--- src/rtl/mhf_pkg.sv ---
// ----------------------------------------------------------------------------
// mhf_pkg
// Shared types, constants and functions of the multicast hash filter:
// reference count width, request and status codes, byte-wise CRC step.
// ----------------------------------------------------------------------------
package mhf_pkg;

  // reference count width and derived values
  localparam int COUNT_WIDTH = 16;
  typedef logic [COUNT_WIDTH-1:0] count_t;
  localparam count_t COUNT_MAX = '1;
  localparam count_t COUNT_ONE = count_t'(1);
  localparam count_t COUNT_ZERO = '0;

  // hash table geometry
  localparam int NUM_BINS = 64;
  localparam int BIN_W = 6;
  localparam int NUM_FILTER_BYTES = 8;
  typedef logic [BIN_W-1:0] bin_t;

  // address is taken one byte per cycle
  localparam int MAC_W = 48;
  localparam int MAC_BYTES = 6;
  localparam int BYTE_CNT_W = 3;

  // crc-32, reflected form
  localparam logic [31:0] CRC_POLY = 32'hEDB88320;
  localparam logic [31:0] CRC_INIT = 32'hFFFFFFFF;

  // request codes
  localparam logic ACTION_ADD = 1'b0;
  localparam logic ACTION_REMOVE = 1'b1;

  // result status codes
  localparam logic STATUS_ACCEPTED = 1'b0;
  localparam logic STATUS_REJECTED = 1'b1;

  // one byte through the reflected crc, lsb first
  function automatic logic [31:0] crc_byte(input logic [31:0] crc_in, input logic [7:0] data);
    logic [31:0] c;
    c = crc_in;
    for (int i = 0; i < 8; i++) begin
      if (c[0] ^ data[i]) begin
        c = (c >> 1) ^ CRC_POLY;
      end else begin
        c = c >> 1;
      end
    end
    return c;
  endfunction

  // bit reversal of a bin number
  function automatic bin_t reverse_bin(input bin_t v);
    bin_t r;
    for (int k = 0; k < BIN_W; k++) begin
      r[BIN_W-1-k] = v[k];
    end
    return r;
  endfunction

endpackage

--- src/rtl/mhf_hash.sv ---
// ----------------------------------------------------------------------------
// mhf_hash
// Iterative crc-32 over the six address bytes, one byte per cycle; gives the
// bit-reversed low six crc bits as the hash bin.
// ----------------------------------------------------------------------------
module mhf_hash
  import mhf_pkg::*;
(
  input  logic             clk,
  input  logic             rst,
  input  logic             start,
  input  logic [MAC_W-1:0] mac_address,
  output logic             done,
  output bin_t             hash_index
);

  logic [31:0]           crc;
  logic [MAC_W-1:0]      data;
  logic [BYTE_CNT_W-1:0] bytes_left;
  logic                  running;

  // control: byte counter and completion pulse
  always_ff @(posedge clk) begin
    if (rst) begin
      running <= 1'b0;
      done <= 1'b0;
      bytes_left <= '0;
    end else begin
      done <= 1'b0;
      if (start) begin
        running <= 1'b1;
        bytes_left <= BYTE_CNT_W'(MAC_BYTES);
      end else if (running) begin
        bytes_left <= bytes_left - 1'b1;
        if (bytes_left == BYTE_CNT_W'(1)) begin
          running <= 1'b0;
          done <= 1'b1;
        end
      end
    end
  end

  // datapath: first byte first
  always_ff @(posedge clk) begin
    if (start) begin
      crc <= CRC_INIT;
      data <= mac_address;
    end else if (running) begin
      crc <= crc_byte(crc, data[7:0]);
      data <= data >> 8;
    end
  end

  assign hash_index = reverse_bin(crc[BIN_W-1:0]);

endmodule

--- src/rtl/mhf_count_ram.sv ---
// ----------------------------------------------------------------------------
// mhf_count_ram
// Reference count memory, one read and one write port, registered read.
// Per-entry valid bits make every entry read as zero after reset.
// ----------------------------------------------------------------------------
module mhf_count_ram
  import mhf_pkg::*;
(
  input  logic   clk,
  input  logic   rst,
  input  logic   rd_en,
  input  bin_t   rd_addr,
  output count_t rd_data,
  input  logic   wr_en,
  input  bin_t   wr_addr,
  input  count_t wr_data
);

  count_t              mem [NUM_BINS];
  logic [NUM_BINS-1:0] valid;
  count_t              mem_q;
  logic                valid_q;

  // storage array
  always_ff @(posedge clk) begin
    if (wr_en) begin
      mem[wr_addr] <= wr_data;
    end
    if (rd_en) begin
      mem_q <= mem[rd_addr];
    end
  end

  // valid bits, cleared by reset
  always_ff @(posedge clk) begin
    if (rst) begin
      valid <= '0;
      valid_q <= 1'b0;
    end else begin
      if (wr_en) begin
        valid[wr_addr] <= 1'b1;
      end
      if (rd_en) begin
        valid_q <= valid[rd_addr];
      end
    end
  end

  assign rd_data = valid_q ? mem_q : COUNT_ZERO;

endmodule

--- src/rtl/multicast_hash_filter_refcount_core.sv ---
// ----------------------------------------------------------------------------
// multicast_hash_filter_refcount_core
// Multicast hash filter with per-bin reference counts: hashes a group
// address, updates the bin count in memory and the 64-bit filter register.
// ----------------------------------------------------------------------------
// Flow: a rejected request gives its result straight from the idle state;
// an accepted one goes through six crc byte steps, one count read and one
// update with write-back, which also registers the result. An accepted
// request keeps the core busy until its result is given, so no new request
// is taken before then; rejected requests are taken one per cycle.
// Results are strobed by done for one cycle; the receiver cannot stall.
// Reset clears the filter and, through valid bits, all counts at once.
// ----------------------------------------------------------------------------
module multicast_hash_filter_refcount_core
  import mhf_pkg::*;
(
  input  logic             clk,
  input  logic             rst,
  input  logic             start,
  output logic             busy,
  input  logic             action,
  input  logic [MAC_W-1:0] mac_address,
  output logic             done,
  output logic             status,
  output logic [5:0]       hash_index,
  output logic [2:0]       filter_byte_index,
  output logic [7:0]       filter_byte,
  output logic             filter_changed,
  output logic [15:0]      reference_count
);

  typedef enum logic [1:0] {
    S_IDLE,
    S_HASH,
    S_UPDATE
  } state_t;

  state_t state;
  logic   act;
  bin_t   bin;
  logic   accept;
  logic   hash_start;
  logic   hash_done;
  bin_t   hash_bin;
  logic   rd_en;
  count_t cnt_rd;
  count_t cnt_next;
  logic   bit_before;
  logic   bit_after;
  logic [NUM_FILTER_BYTES-1:0][7:0] filter_bytes;
  logic [7:0] byte_before;
  logic [7:0] byte_after;

  assign busy = (state != S_IDLE);
  assign accept = start && !busy;
  assign hash_start = accept && mac_address[0];
  assign rd_en = (state == S_HASH) && hash_done;

  mhf_hash u_hash (
    .clk         (clk),
    .rst         (rst),
    .start       (hash_start),
    .mac_address (mac_address),
    .done        (hash_done),
    .hash_index  (hash_bin)
  );

  mhf_count_ram u_count_ram (
    .clk     (clk),
    .rst     (rst),
    .rd_en   (rd_en),
    .rd_addr (hash_bin),
    .rd_data (cnt_rd),
    .wr_en   (state == S_UPDATE),
    .wr_addr (bin),
    .wr_data (cnt_next)
  );

  // count update and filter bit
  always_comb begin
    byte_before = filter_bytes[bin[5:3]];
    bit_before = byte_before[bin[2:0]];
    if (act == ACTION_ADD) begin
      cnt_next = (cnt_rd == COUNT_MAX) ? cnt_rd : cnt_rd + COUNT_ONE;
      bit_after = (cnt_next == COUNT_ONE) ? 1'b1 : bit_before;
    end else begin
      cnt_next = (cnt_rd == COUNT_ZERO) ? cnt_rd : cnt_rd - COUNT_ONE;
      bit_after = (cnt_next == COUNT_ZERO) ? 1'b0 : bit_before;
    end
    byte_after = byte_before;
    byte_after[bin[2:0]] = bit_after;
  end

  // state, filter register and result registers
  always_ff @(posedge clk) begin
    if (rst) begin
      state <= S_IDLE;
      done <= 1'b0;
      filter_bytes <= '0;
      act <= ACTION_ADD;
      bin <= '0;
      status <= STATUS_ACCEPTED;
      hash_index <= '0;
      filter_byte_index <= '0;
      filter_byte <= '0;
      filter_changed <= 1'b0;
      reference_count <= '0;
    end else begin
      done <= 1'b0;
      unique case (state)
        S_IDLE: begin
          if (accept) begin
            act <= action;
            if (mac_address[0]) begin
              state <= S_HASH;
            end else begin
              done <= 1'b1;
              status <= STATUS_REJECTED;
              hash_index <= '0;
              filter_byte_index <= '0;
              filter_byte <= '0;
              filter_changed <= 1'b0;
              reference_count <= '0;
            end
          end
        end
        S_HASH: begin
          if (hash_done) begin
            bin <= hash_bin;
            state <= S_UPDATE;
          end
        end
        S_UPDATE: begin
          filter_bytes[bin[5:3]] <= byte_after;
          done <= 1'b1;
          status <= STATUS_ACCEPTED;
          hash_index <= bin;
          filter_byte_index <= bin[5:3];
          filter_byte <= byte_after;
          filter_changed <= (bit_before != bit_after);
          reference_count <= 16'(cnt_next);
          state <= S_IDLE;
        end
        default: begin
          state <= S_IDLE;
        end
      endcase
    end
  end

  // a result is never strobed while a request is in flight
  a_done_idle: assert property (@(posedge clk) disable iff (rst) done |-> !busy)
    else $error("result strobed while busy");

  // hash completion only arrives while waiting for it
  a_hash_state: assert property (@(posedge clk) disable iff (rst)
    hash_done |-> state == S_HASH)
    else $error("hash done outside hash wait");

  // rejected requests carry all-zero result fields
  a_reject_zero: assert property (@(posedge clk) disable iff (rst)
    done && status == STATUS_REJECTED |->
      reference_count == 16'd0 && filter_byte == 8'd0 && !filter_changed)
    else $error("rejected result not cleared");

  // filter bit changes only on first add or on removal to zero
  a_change_count: assert property (@(posedge clk) disable iff (rst)
    done && filter_changed |->
      (act == ACTION_ADD && reference_count == 16'd1) ||
      (act == ACTION_REMOVE && reference_count == 16'd0))
    else $error("filter change disagrees with count");

  // a changed bit is visible in the reported byte
  a_change_bit: assert property (@(posedge clk) disable iff (rst)
    done && filter_changed |-> filter_byte[hash_index[2:0]] == (act == ACTION_ADD))
    else $error("filter byte does not show the change");

endmodule

--- config.mk ---
export PLATFORM = sky130hd
export DESIGN_NAME = multicast_hash_filter_refcount_core
export DESIGN_NICKNAME = d
export VERILOG_FILES = /design/src/rtl/mhf_pkg.sv /design/src/rtl/mhf_hash.sv /design/src/rtl/mhf_count_ram.sv /design/src/rtl/multicast_hash_filter_refcount_core.sv
export SDC_FILE = /design/constraint.sdc
export NUM_CORES = 1
export LEC_CHECK = 0
export ABC_AREA = 1
export BUFFER_PORTS_ARGS = -buffer_cell sky130_fd_sc_hd__buf_2
export CAP_MARGIN = 10
export CORE_MARGIN = 5
export CORE_UTILIZATION = 25
export CTS_BUF_LIST = sky130_fd_sc_hd__clkbuf_8
export DETAILED_ROUTE_END_ITERATION = 10
export MAX_ROUTING_LAYER = met4
export PLACE_DENSITY_LB_ADDON = 0.08
export RECOVER_POWER = 100
export SETUP_SLACK_MARGIN = 0.1
export SLEW_MARGIN = 30
export SYNTH_ARGS = -nofsm -noshare
export SYNTH_HDL_FRONTEND = slang
export SYNTH_SLANG_ARGS = --single-unit
--- constraint.sdc ---
create_clock -name clk -period 8.2 [get_ports clk]
set_input_delay 0 -clock clk [delete_from_list [all_inputs] [get_ports clk]]
set_output_delay 0 -clock clk [all_outputs]
set_load 0.05 [all_outputs]
======== Yosys cells after proc, flatten, opt, wreduce, memory -nomap -nowiden ========
Memory sizes are Yosys's and may differ from the RTL's. A register that Yosys moved wholly into a read port is not among the register bits.
Index checks and enable logic that the tools add are counted.
operators by class
  bitwise operators ....................... 18
  reduce and logical (&&, ||, !) cells .... 19
  $lt $le $gt $ge ......................... 7
  equal/unequal tests ..................... 10
  add/sub/neg operators ................... 3
  muxes and demuxes ....................... 78
operator list
  operator                                                                number
  32-bit 2-to-1 mux                                                       22
  13-bit inverter with 14-bit output                                      8
  16-bit 2-to-1 mux                                                       6
  48-bit 2-to-1 mux                                                       2
  64-bit bitwise mux                                                      1
  64-bit OR                                                               1
  16-bit zero test                                                        2
  8-bit 2-to-1 mux                                                        4
  16-bit case mux with 2 select lines                                     1
  8-bit binary-select mux with 3-bit select                               1
  8-bit demux with 3-bit select                                           1
  1-bit 2-to-1 mux                                                        19
  16-bit by 1-bit adder with 16-bit output, second input constant         1
  16-bit by 1-bit equality test with 1-bit output, second input constant  1
  16-bit equality test, second input constant                             1
  8-bit case mux with 2 select lines                                      1
  16-bit by 1-bit subtractor with 16-bit output, second input constant    1
  6-bit by 7-bit < comparator with 1-bit output, second input constant    2
  3-bit 2-to-1 mux                                                        4
  6-bit 2-to-1 mux                                                        2
  6-bit case mux with 2 select lines                                      1
  8-bit bitwise mux                                                       1
  3-bit by 4-bit < comparator with 1-bit output, second input constant    2
  1-bit bitwise XOR                                                       8
  26 further kinds                                                        42
storage, ports and cells
  input bits .............................. 52
  memories kept ........................... 1
  RAM bits ................................ 1024
  bits in registers ....................... 259
  logic and storage cells ................. 162
  output and inout bits ................... 37
memory list
  memory           depth  bits a word  rd ports  clocked after Yosys merged registers in  wr ports  RTL line             text
  u_count_ram.mem  64     16           1         1                                        1         mhf_count_ram.sv:19  count_t mem [NUM_BINS];

======== Logic depth before layout (Yosys ltp) ========
Gate-level depths: netlist (run 1).
  word-level depth ........................ 31
  mapped depth ............................ 19
  depth with buffers taken out ............ 17

======== Cells and area by module ========
Synthesis (run 1) repeated with hierarchy kept, for this count alone.
second synthesis, totals
  cells, all modules ...................... 5089
  area total of the unflattened synthesis .. 54060.6 um2
modules (own cells, without submodules)
  module                               seq. area each (um2)  cells an instance  area an instance (um2)  times used
  mhf_count_ram                        32531.2               3673               43827.0                 1
  multicast_hash_filter_refcount_core  2122.0                849                5720.5                  1
  mhf_hash                             2182.1                567                4513.1                  1

======== Worst setup path after synthesis (run 1) ========
OpenSTA, ideal clock, no wires.
  kind .................................... reg-to-reg
  from .................................... register u_count_ram.valid_q
  to ...................................... memory u_count_ram.mem[0][1] (netlist name) (data pin)
  library setup time ...................... 0.711 ns
  required time ........................... 7.489 ns
  path slack .............................. 3.168 ns
  arrival ................................. 4.321 ns
  cell stages (with the launch flop) ...... 14
  clock period less this slack ............ 5.032 ns
  path buffers ............................ 2
  path through ............................ dfxtp_1 buf_6 buf_12 nand2_4 inv_1 ha_1 nand2_1 nor2_4 nand2_1 nor2_1 nand3_1 nand2_1 nand2_1 o21ai_0
on the way
  cells in the longest elaborated chain, start to end .. 4
  elaborated cells between the ends (all ways) .. 8
  those cells by class .................... 2 x add/sub; 1 x eq/ne; 4 x mux; 1 x reduce/logical
ends and longest elaborated chain
  item                                                              RTL line                                                                              text
  start: declaration                                                mhf_count_ram.sv:22                                                                   logic valid_q;
  start signal: assignment                                          mhf_count_ram.sv:44                                                                   valid_q <= valid[rd_addr];
  16-bit 2-to-1 mux *                                               mhf_count_ram.sv:49                                                                   assign rd_data = valid_q ? mem_q : COUNT_ZERO;
  16-bit by 1-bit adder with 16-bit output (tied with other cells)  multicast_hash_filter_refcount_core.sv:84                                             cnt_next = (cnt_rd == COUNT_MAX) ? cnt_rd : cnt_rd + COUNT_ONE;
  16-bit 2-to-1 mux, on equally long branches                       multicast_hash_filter_refcount_core.sv:84, multicast_hash_filter_refcount_core.sv:87
  16-bit 2-to-1 mux *                                               multicast_hash_filter_refcount_core.sv:83                                             if (act == ACTION_ADD) begin
  via cnt_next[1]                                                   multicast_hash_filter_refcount_core.sv:47                                             count_t cnt_next;
  end: declaration                                                  mhf_count_ram.sv:19
Mark *: on every way through the listed nets, which the timed path passes. The rest lies on a longest branch.

======== Worst setup path after layout (run 1) ========
  from .................................... register state[1]
  to ...................................... memory u_count_ram.mem[54][6] (netlist name), enable pin
on the way
  cells in the longest elaborated chain, start to end .. 3
ends and longest elaborated chain
  item                                    RTL line                                    text
  start: declaration                      multicast_hash_filter_refcount_core.sv:38   state_t state;
  start signal: assignment                multicast_hash_filter_refcount_core.sv:97   state <= S_IDLE;
  start signal: assignment                multicast_hash_filter_refcount_core.sv:115  state <= S_HASH;
  start signal: assignment                multicast_hash_filter_refcount_core.sv:130  state <= S_UPDATE;
  2-bit equality test                     multicast_hash_filter_refcount_core.sv:74   .wr_en (state == S_UPDATE),
  1-bit 2-to-1 mux                        mhf_count_ram.sv:26                         if (wr_en) begin
  1-bit 2-to-1 mux (implied by the code)  mhf_count_ram.sv:27                         mem[wr_addr] <= wr_data;
Every way passes these cells.

==> results of run 1 <==
==> Yosys cell counts, drive strengths merged <==
master  number
a221oi       2
nor3        14
o211ai      18
o211a        1
edfxtp    1088
xor2        50
a22oi        8
nor4         2
nand3b       1
nand2      374
nand4       13
nand3       86
dfxtp      208
clkinv      11
o221ai      40
o31ai        3
buf         33
ha           4
o21bai       4
a32oi        2
a21oi      145
a31oi        1
o311ai       3
o32ai        9
o21ai      795
and3         1
o22ai      293
o21a        11
clkbuf     268
inv        106
nor2       994
a211oi       1
xnor2       20
or2          9
==> state kept, by name, indices dropped and copies added (netlist names), 2 cells and up <==
name	cells
u_count_ram.valid	64
u_hash.crc	32
u_count_ram.mem_q	16
state	2
reference_count	16
bin	6
u_hash.data	48
filter_byte	8
filter_bytes	64
u_hash.bytes_left	3
u_count_ram.mem	1024
hash_index	6
==> metal layers <==
metal | vias up | global-route usage [%] | share of wire (%)
met2 | 773 | 28.8 | 47
met3 | 287 | 2.66 | 3.9
met4 | 0 | 4.89 | 2.4
li1 | 17286 | - | -
met5 | - | - | 0
met1 | 19009 | 24.5 | 47
==> worst max-delay path, cell delays in order (launching register included) <==
cell and delay (ns):
sky130_fd_sc_hd__dfxtp_1 0.36, sky130_fd_sc_hd__inv_1 0.07, sky130_fd_sc_hd__nor2_1 1.17, sky130_fd_sc_hd__clkbuf_1 0.99
sky130_fd_sc_hd__nand2_1 0.81, sky130_fd_sc_hd__nor2_1 1.06, sky130_fd_sc_hd__clkbuf_1 1.10
==> cell families after synthesis <==
| logic type | synth area share [%] |
|---|---|
| AND/OR/NAND/NOR | 11.4 |
| AO/OA/AOI/OAI | 14.1 |
| flip-flops | 70.0 |
| buffers and inverters | 3.11 |
| XOR/XNOR | 1.19 |
| adder cells (fa/ha/maj) | 0.0951 |
==> cell type report <==
class / count / area, µm² / share of cell area [%]
Antenna cell: 9 / 22.5 / 0.0362
Tap cell: 2805 / 3510 / 5.64
Clock buffer: 254 / 3500 / 5.62
Clock inverter: 174 / 888 / 1.43
Multi-Input combinational cell: 2904 / 14300 / 23.0
Sequential cell: 1296 / 36800 / 59.2
Inverter: 117 / 464 / 0.746
Timing Repair Buffer: 351 / 2730 / 4.38
==> power by group through the flow <==
stage / combinational [W] / sequential (W) / clock [W]
floorplan: 0.00294 / 0.00741 / 0
global placement: 0.00523 / 0.00751 / 0
detailed placement: 0.00521 / 0.00751 / 0
CTS: 0.00527 / 0.00737 / 0.00603
global route: 0.00564 / 0.00737 / 0.00633
finish: 0.00515 / 0.00737 / 0.00581
==> through the flow <==
| stage | power (W) | cell area, µm² | setup slack, ns | cells | hold slack (ns) |
|---|---|---|---|---|---|
| 2_1_floorplan | 0.0104 | 52600 | 3.17 | 4618 | 0.186 |
| 3_3_place_gp | 0.0127 | 56900 | 4.16 | 7320 | 0.274 |
| 3_5_place_dp | 0.0127 | 57200 | 4.06 | 7330 | 0.277 |
| 4_1_cts | 0.0187 | 63000 | 4.03 | 7901 | 0.0537 |
| 5_1_grt | 0.0193 | 62200 | 1.90 | 7902 | 0.119 |
| 6_report | 0.0183 | 62200 | 2.14 | 7910 | 0.185 |
==> how the worst min path moves through the flow <==
| stage | start | end | slack [ns] | depth (start not counted) |
|---|---|---|---|---|
| floorplan | mac_address[10] | u_hash.data[10]$_DFFE_PP_ | 0.19 | 2 |
| global placement | mac_address[7] | u_hash.data[7]$_DFFE_PP_ | 0.27 | 3 |
| detailed placement | mac_address[14] | u_hash.data[14]$_DFFE_PP_ | 0.28 | 3 |
| CTS | rst | u_hash.bytes_left[0]$_SDFFE_PP0P_ | 0.05 | 5 |
| global route | rst | u_hash.bytes_left[0]$_SDFFE_PP0P_ | 0.12 | 5 |
| finish | rst | u_hash.bytes_left[0]$_SDFFE_PP0P_ | 0.19 | 5 |
==> what timing repair did <==
| action | 4_1_cts | 5_1_grt |
|---|---|---|
| setup endpoints to repair | 0 | 0 |
| hold endpoints to repair | 151 | 0 |
| hold buffers | 143 | 0 |
==> flow_results.org, run 1 <==
** Run status
- Status :: finished, violations left
- The final reports fail on capacitance limit, slew limit.

** Pwr
- Dividing total power by cell area gives a power density of 295 mW/mm².
- Cell internal power was estimated by the tool at about 0.012 W.
- Switching Power :: 0.00668 W
- Static Leak :: 22.5 nW
- Net switching is between 30 and 40% of the power.
- Share of power burned in combinational logic :: 28.1%
- Part of the power in the clock network :: 31.7%
- Proportion of power drawn by flip-flops and latches :: 40.2%
- The worst-case IR drop observed on VDD is 0.177 mV.

** Worst setup path
- Setup slack, reg-to-reg :: ~2.1 ns
- Worst reg2reg endpoint :: u_count_ram.mem[54][6]$_DFFE_PP_
- Critical path capture point :: u_count_ram.mem[54][6]$_DFFE_PP_
- Critical path start-end classification :: flip-flop to flip-flop
- Largest fanout on the critical path :: 18
- The startpoint identified for the worst register-to-register timing path is state[1]$_SDFFE_PP0P_.
- CP arrival :: around 6.6 ns
- The worst setup path is captured at a flip-flop.
- Crit path from :: state[1]$_SDFFE_PP0P_
- Register-to-Register Path Depth :: 6
- Required @ worst endpoint :: 8.71 ns
- STA classifies the critical path startpoint as a flip-flop.

** Global route
- Entering global routing, the biggest net connects 157 pins.
- Total routing usage reported by global routing :: 18.2%
- For this run the aggregate overflow at the end of global routing stands at 0.
- The first global-routing pass estimated 280000 µm of wire.
- The number of global-route vias before repair is 36.8k.
- The number of antenna violations at the first check in global routing is 6.

** Logic synthesis
- In this run, distinct cell masters in the synthesized netlist total 51.
- Yosys attributes the largest share of cell area to sky130_fd_sc_hd__edfxtp_1, sky130_fd_sc_hd__dfxtp_1, sky130_fd_sc_hd__o21ai_0, sky130_fd_sc_hd__nor2_1, sky130_fd_sc_hd__o22ai_1.
- #FFs+latches synth :: 1296
- Share of Yosys cell area claimed by the top area cell type :: 62.1%
- Sequential cell area fraction in the yosys report :: 70.0%
- Synth Cell Area :: 0.0526 mm²
- During synthesis, Yosys emitted a total of 0 warnings.
- Net Count, Synth :: about 4.7k
- sky130_fd_sc_hd__edfxtp_1 takes more of the synthesized area than any other cell.
- Gate count of the mapped netlist :: roughly 4.6k
- A synthesized cell averages about 11 µm².

** STA
- Portion of the clock cycle consumed by the worst path in the final layout :: around three quarters
- The final hold violation count was 0.
- The max-slew violation total from the final report is 989.
- Final-report setup violation count :: 0
- Actual slew at the worst max-slew pin :: roughly 2.9 ns
- Between clock sinks in the finished design, the worst skew comes to 0.0778 ns.
- Max frequency :: 0.165 GHz
- Setup Total Neg Slack :: 0 ns
- RSZ-0062 raised after global routing :: no
- Measured against its own limit, the worst slew margin works out to -91.5%.
- The routed design could run at a clock period as short as between 6 and 7 ns.

** Detailed routing
- In the routed layout, each cell is associated on average with a via count of 4.72.
- Average detailed-routed wire length per instance :: about 25 µm
- The pre-antenna-repair detailed-routing pass consisted of 5 iterations.
- Drt first-iter violations :: between 2k and 3k
- Remaining number of nets flagged by the antenna check after routing :: 0
- After detailed routing, the number of remaining DRC violations is 0.
- Via total after detailed routing :: between 30k and 40k
- Sum of routed wire length over all layers :: between 150000 and 200000 µm

** Min path
- The tightest min-delay check is of the input pin to flip-flop type.

** Floorplanning
- The floorplan step set the die height to 469 µm.
- The die covers 0.220 mm².
- Area of the core region :: 0.210 mm²
- Measured along the x axis, the die boundary spans 469 µm.
- In this run the core area contains 168 standard-cell rows.
- Ports :: 89
- The initial utilization of the core area, before any placement, comes to between 20% and 30%.

** Place
- The HPWL after detailed placement is 111000 µm.
- IO buf count :: 88
- Routability-driven placement finished with a final weighted congestion of 0.802.

** Clock tree
- TritonCTS Buffers :: 229
- Once the clock tree was built, the setup fixing pass inserted 0 buffers.
- Buffer type at the clock tree root :: sky130_fd_sc_hd__clkbuf_8
- CTS tree :: yes
- Quantity of gates resized following cts :: 0
- Max clock buf depth :: 3
- Counting every sink on the clock net gives 1296.
- For the worst-skew pair, the clock arrives at the later sink with an insertion delay of a little under 1 ns.
- The H-tree was split into 4 levels.
- CTS clock-pin slew for the worst setup and hold paths :: ~0.060 ns

** Run
- # Max-Cap Violations :: 43

** Final layout
- Fillers :: 21.8k
- Final nets :: 4955
- Leaving out fill and tap cells, the most frequent cell in the layout is sky130_fd_sc_hd__edfxtp_1.
- Of the cells placed in the final design, the portion with a size suffix greater than 1 is under 10%.
- Finished Core Util :: between 20% and 30%
- The area growth from synthesis to layout is 18.3%.
- Commonest cells after routing, fill and taps aside :: sky130_fd_sc_hd__edfxtp_1, sky130_fd_sc_hd__nor2_1, sky130_fd_sc_hd__o21ai_0
(Power assumes the default switching activity.)
==> inputs of run 2 (changes only) <==
--- a/config.mk
+++ b/config.mk
@@ -5,7 +5,7 @@
 export SDC_FILE = /design/constraint.sdc
 export NUM_CORES = 1
 export LEC_CHECK = 0
-export ABC_AREA = 1
+export ABC_AREA = 0
 export BUFFER_PORTS_ARGS = -buffer_cell sky130_fd_sc_hd__buf_2
 export CAP_MARGIN = 10
 export CORE_MARGIN = 5
==> constraint.sdc (replaced) <==
create_clock -name clk -period 5.3 [get_ports clk]
set_input_delay 0 -clock clk [delete_from_list [all_inputs] [get_ports clk]]
set_output_delay 0 -clock clk [all_outputs]
set_load 0.05 [all_outputs]
==> run 2 against run 1 <==
The run still ends with capacitance limit, slew limit left. Hold slack worse by 0.0077 ns. Critical endpoint is now u_count_ram.mem[24][9]$_DFFE_PP_. Via count is 24% lower. Flip-flop and latch count stayed put. Non-clock buffer count is 40 higher. Synthesized cell count is 38% lower. Maximum frequency is 30% higher.
==> flow_results.org, run 2 <==
** Run status
- The flow ran to the end, but the final reports show violations.
- The checks that failed: capacitance limit, slew limit.

** Clock tree
- Insertion delay to the later sink of the worst-skew pair :: 0.95 ns (-0.03 ns)
- TritonCTS built the clock tree.
- The deepest level of the CTS H-tree is 4 (unchanged).
- The maximum clock path buffer count was 3 (unchanged).
- The number of clock sinks was 1296 (unchanged).
- CTS clock-pin slew for the worst setup and hold paths :: 0.06 ns (about the same)
- The quantity of gates resized following cts was 0 (unchanged).
- The clock buffer count from CTS was 221 (-3.5%).
- Clock tree synthesis selected as its root buffer the cell sky130_fd_sc_hd__clkbuf_8.

** Global route
- Met2 track demand over resource :: 25.3% (-3.5 points)
- Maximum number of pins on one net before global-route repair :: 77 (-51%)
- Sum of overflow across all layers after global routing :: 0 (unchanged)
- The met3 track utilization from global routing is 2.52% (-0.14 points).
- The met1 capacity usage during global routing is 19.6% (-4.9 points).
- Top Usage Layer GRT :: met2
- The global-route usage over all layers came to 15.3% (-2.9 points).
- Wire length of the first global-routing pass :: 230000 µm (-18%)
- Number of global-route vias before repair :: 30.2k (-18%)
- Antenna violations before repair :: 17 (+11)

** Detailed routing
- The detail-routed via count per cell is 4.58 (-3.1%).
- The post-detailed-route wirelength per cell came to 26.2 µm (+4.1%).
- The post-route DRC violation count was 0 (unchanged).
- Via total after detailed routing :: 28.4k (-24%)
- Remaining number of nets flagged by the antenna check after routing :: 0 (unchanged)
- Sum of routed wire length over all layers :: 163000 µm (-18%)
- Drt first-iter violations :: 2018 (-19%)
- DR pass1 iterations :: 5 (unchanged)

** Floorplanning
- Effective utilization at floorplan :: 25.0% (-0.060 points)
- The die height was 465 µm (-0.85%).
- The area inside the core boundary was 0.206 mm² (-1.5%).
- Area of the die :: 0.216 mm² (-1.7%)
- Ports :: 89 (unchanged)
- Number of placement rows :: 167 (-0.60%)
- Die width :: 465 µm (-0.85%)

** Final layout
- Flip-flop count of the largest register after layout :: 1024 (unchanged)
- Commonest non-fill, non-tap cell in the layout :: sky130_fd_sc_hd__edfxtp_1
- Largest Register :: u_count_ram.mem
- Commonest cells after routing, fill and taps aside :: sky130_fd_sc_hd__edfxtp_1, sky130_fd_sc_hd__mux4_2, sky130_fd_sc_hd__nand2_1
- Fraction of final layout cells with drive strength greater than 1 :: 26.6% (+17 points)
- Final nets :: 3364 (-32%)
- Fillers :: 20.3k (-6.7%)
- The share of the core filled with cells came to 30.0% (+0.32 points).
- The area growth from synthesis to layout is 19.8%.
- The sequential cell area came to 0.0369 mm² (about the same).
- The area of combinational cells with multiple inputs was 0.0142 mm² (-0.29%).
- In the final layout, the registers with the most flip-flops are u_count_ram.mem x1024, filter_bytes x64, u_count_ram.valid x64.

** Place
- IO buf count :: 88 (unchanged)
- The detailed-placement wirelength estimate came to 96300 µm (-13%).
- Final estimated routing congestion in global placement :: 0.852 (+6.2%)

** Logic synthesis
- The number of enable-type register cells in the synthesized netlist came to 1088 (unchanged).
- The part of the Yosys area used for sequential elements was 71.2% (+1.2 points).
- The number of nets in the synthesized netlist was 2941 (-37%).
- The share of Yosys cell area claimed by the top area cell type was 63.2% (+1.1 points).
- The post-synthesis async set-or-reset flop share came to 0% (unchanged).
- Post-synth top cells :: sky130_fd_sc_hd__edfxtp_1, sky130_fd_sc_hd__mux4_2, sky130_fd_sc_hd__nand2_1
- Among all cell types in the netlist, the one instantiated most often is sky130_fd_sc_hd__edfxtp_1.
- The synthesized netlist cell count came to 2885 (-38%).
- The total of warnings raised by yosys was 0 (unchanged).
- The flop and latch count out of synthesis came to 1296 (unchanged).
- The synthesized design spends more area on one cell type than any other, namely sky130_fd_sc_hd__edfxtp_1.
- Post-synth cell types :: 75 (+47%)
- The cell area after technology mapping came to 0.0517 mm² (-1.7%).
- For this run, the leading register cell type out of synthesis is sky130_fd_sc_hd__edfxtp_1.
- Post-synthesis average cell area :: 17.9 µm² (+57%)
- By area the synthesized netlist is led by sky130_fd_sc_hd__edfxtp_1, sky130_fd_sc_hd__mux4_2, sky130_fd_sc_hd__dfxtp_1, sky130_fd_sc_hd__nand2_1, sky130_fd_sc_hd__nor2_1.

** STA
- The normalized max-slew margin is -39.2% (+52 points).
- Largest clock skew in the final design :: 0.0407 ns (-0.0371 ns)
- The final number of setup-violating endpoints came to 0 (unchanged).
- The final worst-path cycle share was 87.7% (+14 points).
- The fmax came to 0.215 GHz (+30%).
- The transition time at the pin with the least slew margin is 2.08 ns (-0.779 ns).
- The max-slew violation total from the final report was 354 (-64%).
- Setup Total Neg Slack :: 0 ns (unchanged)
- Number of failing hold endpoints at the final stage :: 0 (unchanged)
- The clock period minus worst slack came to 4.65 ns (-1.42 ns).
- Setup repair after global routing left no endpoint under its margin.

** Pwr
- The worst ir drop on vdd is 0.211 mV (+19%).
- Static Leak :: 20.5 nW (-9.0%)
- The power density over the cells came to 439 mW/mm² (+49%).

** Min path
- Path category of the worst min-delay check :: input pin to flip-flop

** Worst setup path
- The critical path is of the flip-flop to flip-flop type.
- Required @ worst endpoint :: 5.86 ns (-2.85 ns)
- Kind of capture point of the worst setup path :: flip-flop
- STA classifies the critical path startpoint as a flip-flop.
- CP arrival :: 5.21 ns (-1.36 ns)
- Largest fanout on the critical path :: 29 (+11)

** Run
- # Max-Cap Violations :: 15 (-65%)
run 2: cell types whose count changed after synthesis, sizes merged, moves of 65 or more:
| cell | before | now |
|---|---|---|
| nor2 | 994 | 219 |
| o21ai | 795 | 126 |
| mux4 | 0 | 366 |
| o22ai | 293 | 9 |
| clkbuf | 268 | 125 |
| nand2 | 374 | 248 |
| a21oi | 145 | 28 |
| inv | 106 | 13 |
| nand3b | 1 | 73 |
| nand3 | 86 | 21 |
run 2: what timing repair did:
item                                   CTS  global route
hold buffers                           174             0
buffers inserted                         0             0
endpoints found under the hold margin  254             0
run 2: logic make-up (layout without fill, tap and decap cells):
kind of cell             count (synthesis)  after routing  synth area share [%]
AO/OA/AOI/OAI                          254            254                  3.34
adder cells (fa/ha/maj)                  4              4                0.0968
XOR/XNOR                                85             85                  1.45
other                                    0              7                     0
multiplexers                           392            392                  16.5
flip-flops                            1296           1296                  71.2
buffers and inverters                  206            820                  1.57
AND/OR/NAND/NOR                        648            648                  5.83
run 2: routing by layer:
metal	part of all wire, %	vias to the layer above	routed length (µm)
li1	-	12331	-
met1	43	15101	70500
met2	50	735	80700
met3	4.6	255	7410
met4	2.4	0	3980
met5	0	-	0
run 2: through the flow:
step | hold slack, ns | area (µm²) | setup slack, ns | instances | power [W]
3_3_place_gp | 0.268 | 56300 | 1.31 | 5611 | 0.0189
6_report | 0.178 | 62000 | 0.652 | 6210 | 0.0272
2_1_floorplan | 0.148 | 51700 | 0.0998 | 2885 | 0.0162
3_5_place_dp | 0.268 | 56400 | 1.31 | 5612 | 0.0189
5_1_grt | 0.112 | 62000 | 0.473 | 6208 | 0.0286
4_1_cts | 0.0282 | 62400 | 1.25 | 6200 | 0.0279
run 2: final cells by class:
cell class / count / area share [%]
Tap cell: 2704 / 5.46
Clock buffer: 241 / 5.35
Antenna cell: 7 / 0.0283
Clock inverter: 173 / 1.58
Inverter: 15 / 0.0909
Multi-Input combinational cell: 1383 / 23.0
Sequential cell: 1296 / 59.5
Timing Repair Buffer: 391 / 5.02
run 2: where the power goes:
part           switching, W  internal [W]
combinational       0.00361       0.00334
sequential         0.000366        0.0112
clock               0.00421       0.00454
total               0.00819        0.0190
run 2: worst paths after layout:
path / startpoint / to / slack, ns / depth (start not counted)
worst max-delay path: state[1]$_SDFFE_PP0P_ / u_count_ram.mem[24][9]$_DFFE_PP_ / 0.65 / 6
worst min-delay path: rst / filter_bytes[11]$_SDFFE_PP0P_ / 0.18 / 4
worst max register to register: state[1]$_SDFFE_PP0P_ / u_count_ram.mem[24][9]$_DFFE_PP_ / 0.65 / 6
worst min register to register: filter_byte[1]$_SDFFE_PP0P_ / filter_byte[1]$_SDFFE_PP0P_ / 0.45 / 2
run 2: critical path, stage by stage (launching register included):
cell,delay (ns)
sky130_fd_sc_hd__dfxtp_1,0.37
sky130_fd_sc_hd__nor2b_2,0.15
sky130_fd_sc_hd__clkbuf_1,1.34
sky130_fd_sc_hd__nand3_1,0.68
sky130_fd_sc_hd__clkbuf_1,0.60
sky130_fd_sc_hd__nor2_1,0.35
sky130_fd_sc_hd__clkbuf_1,0.75
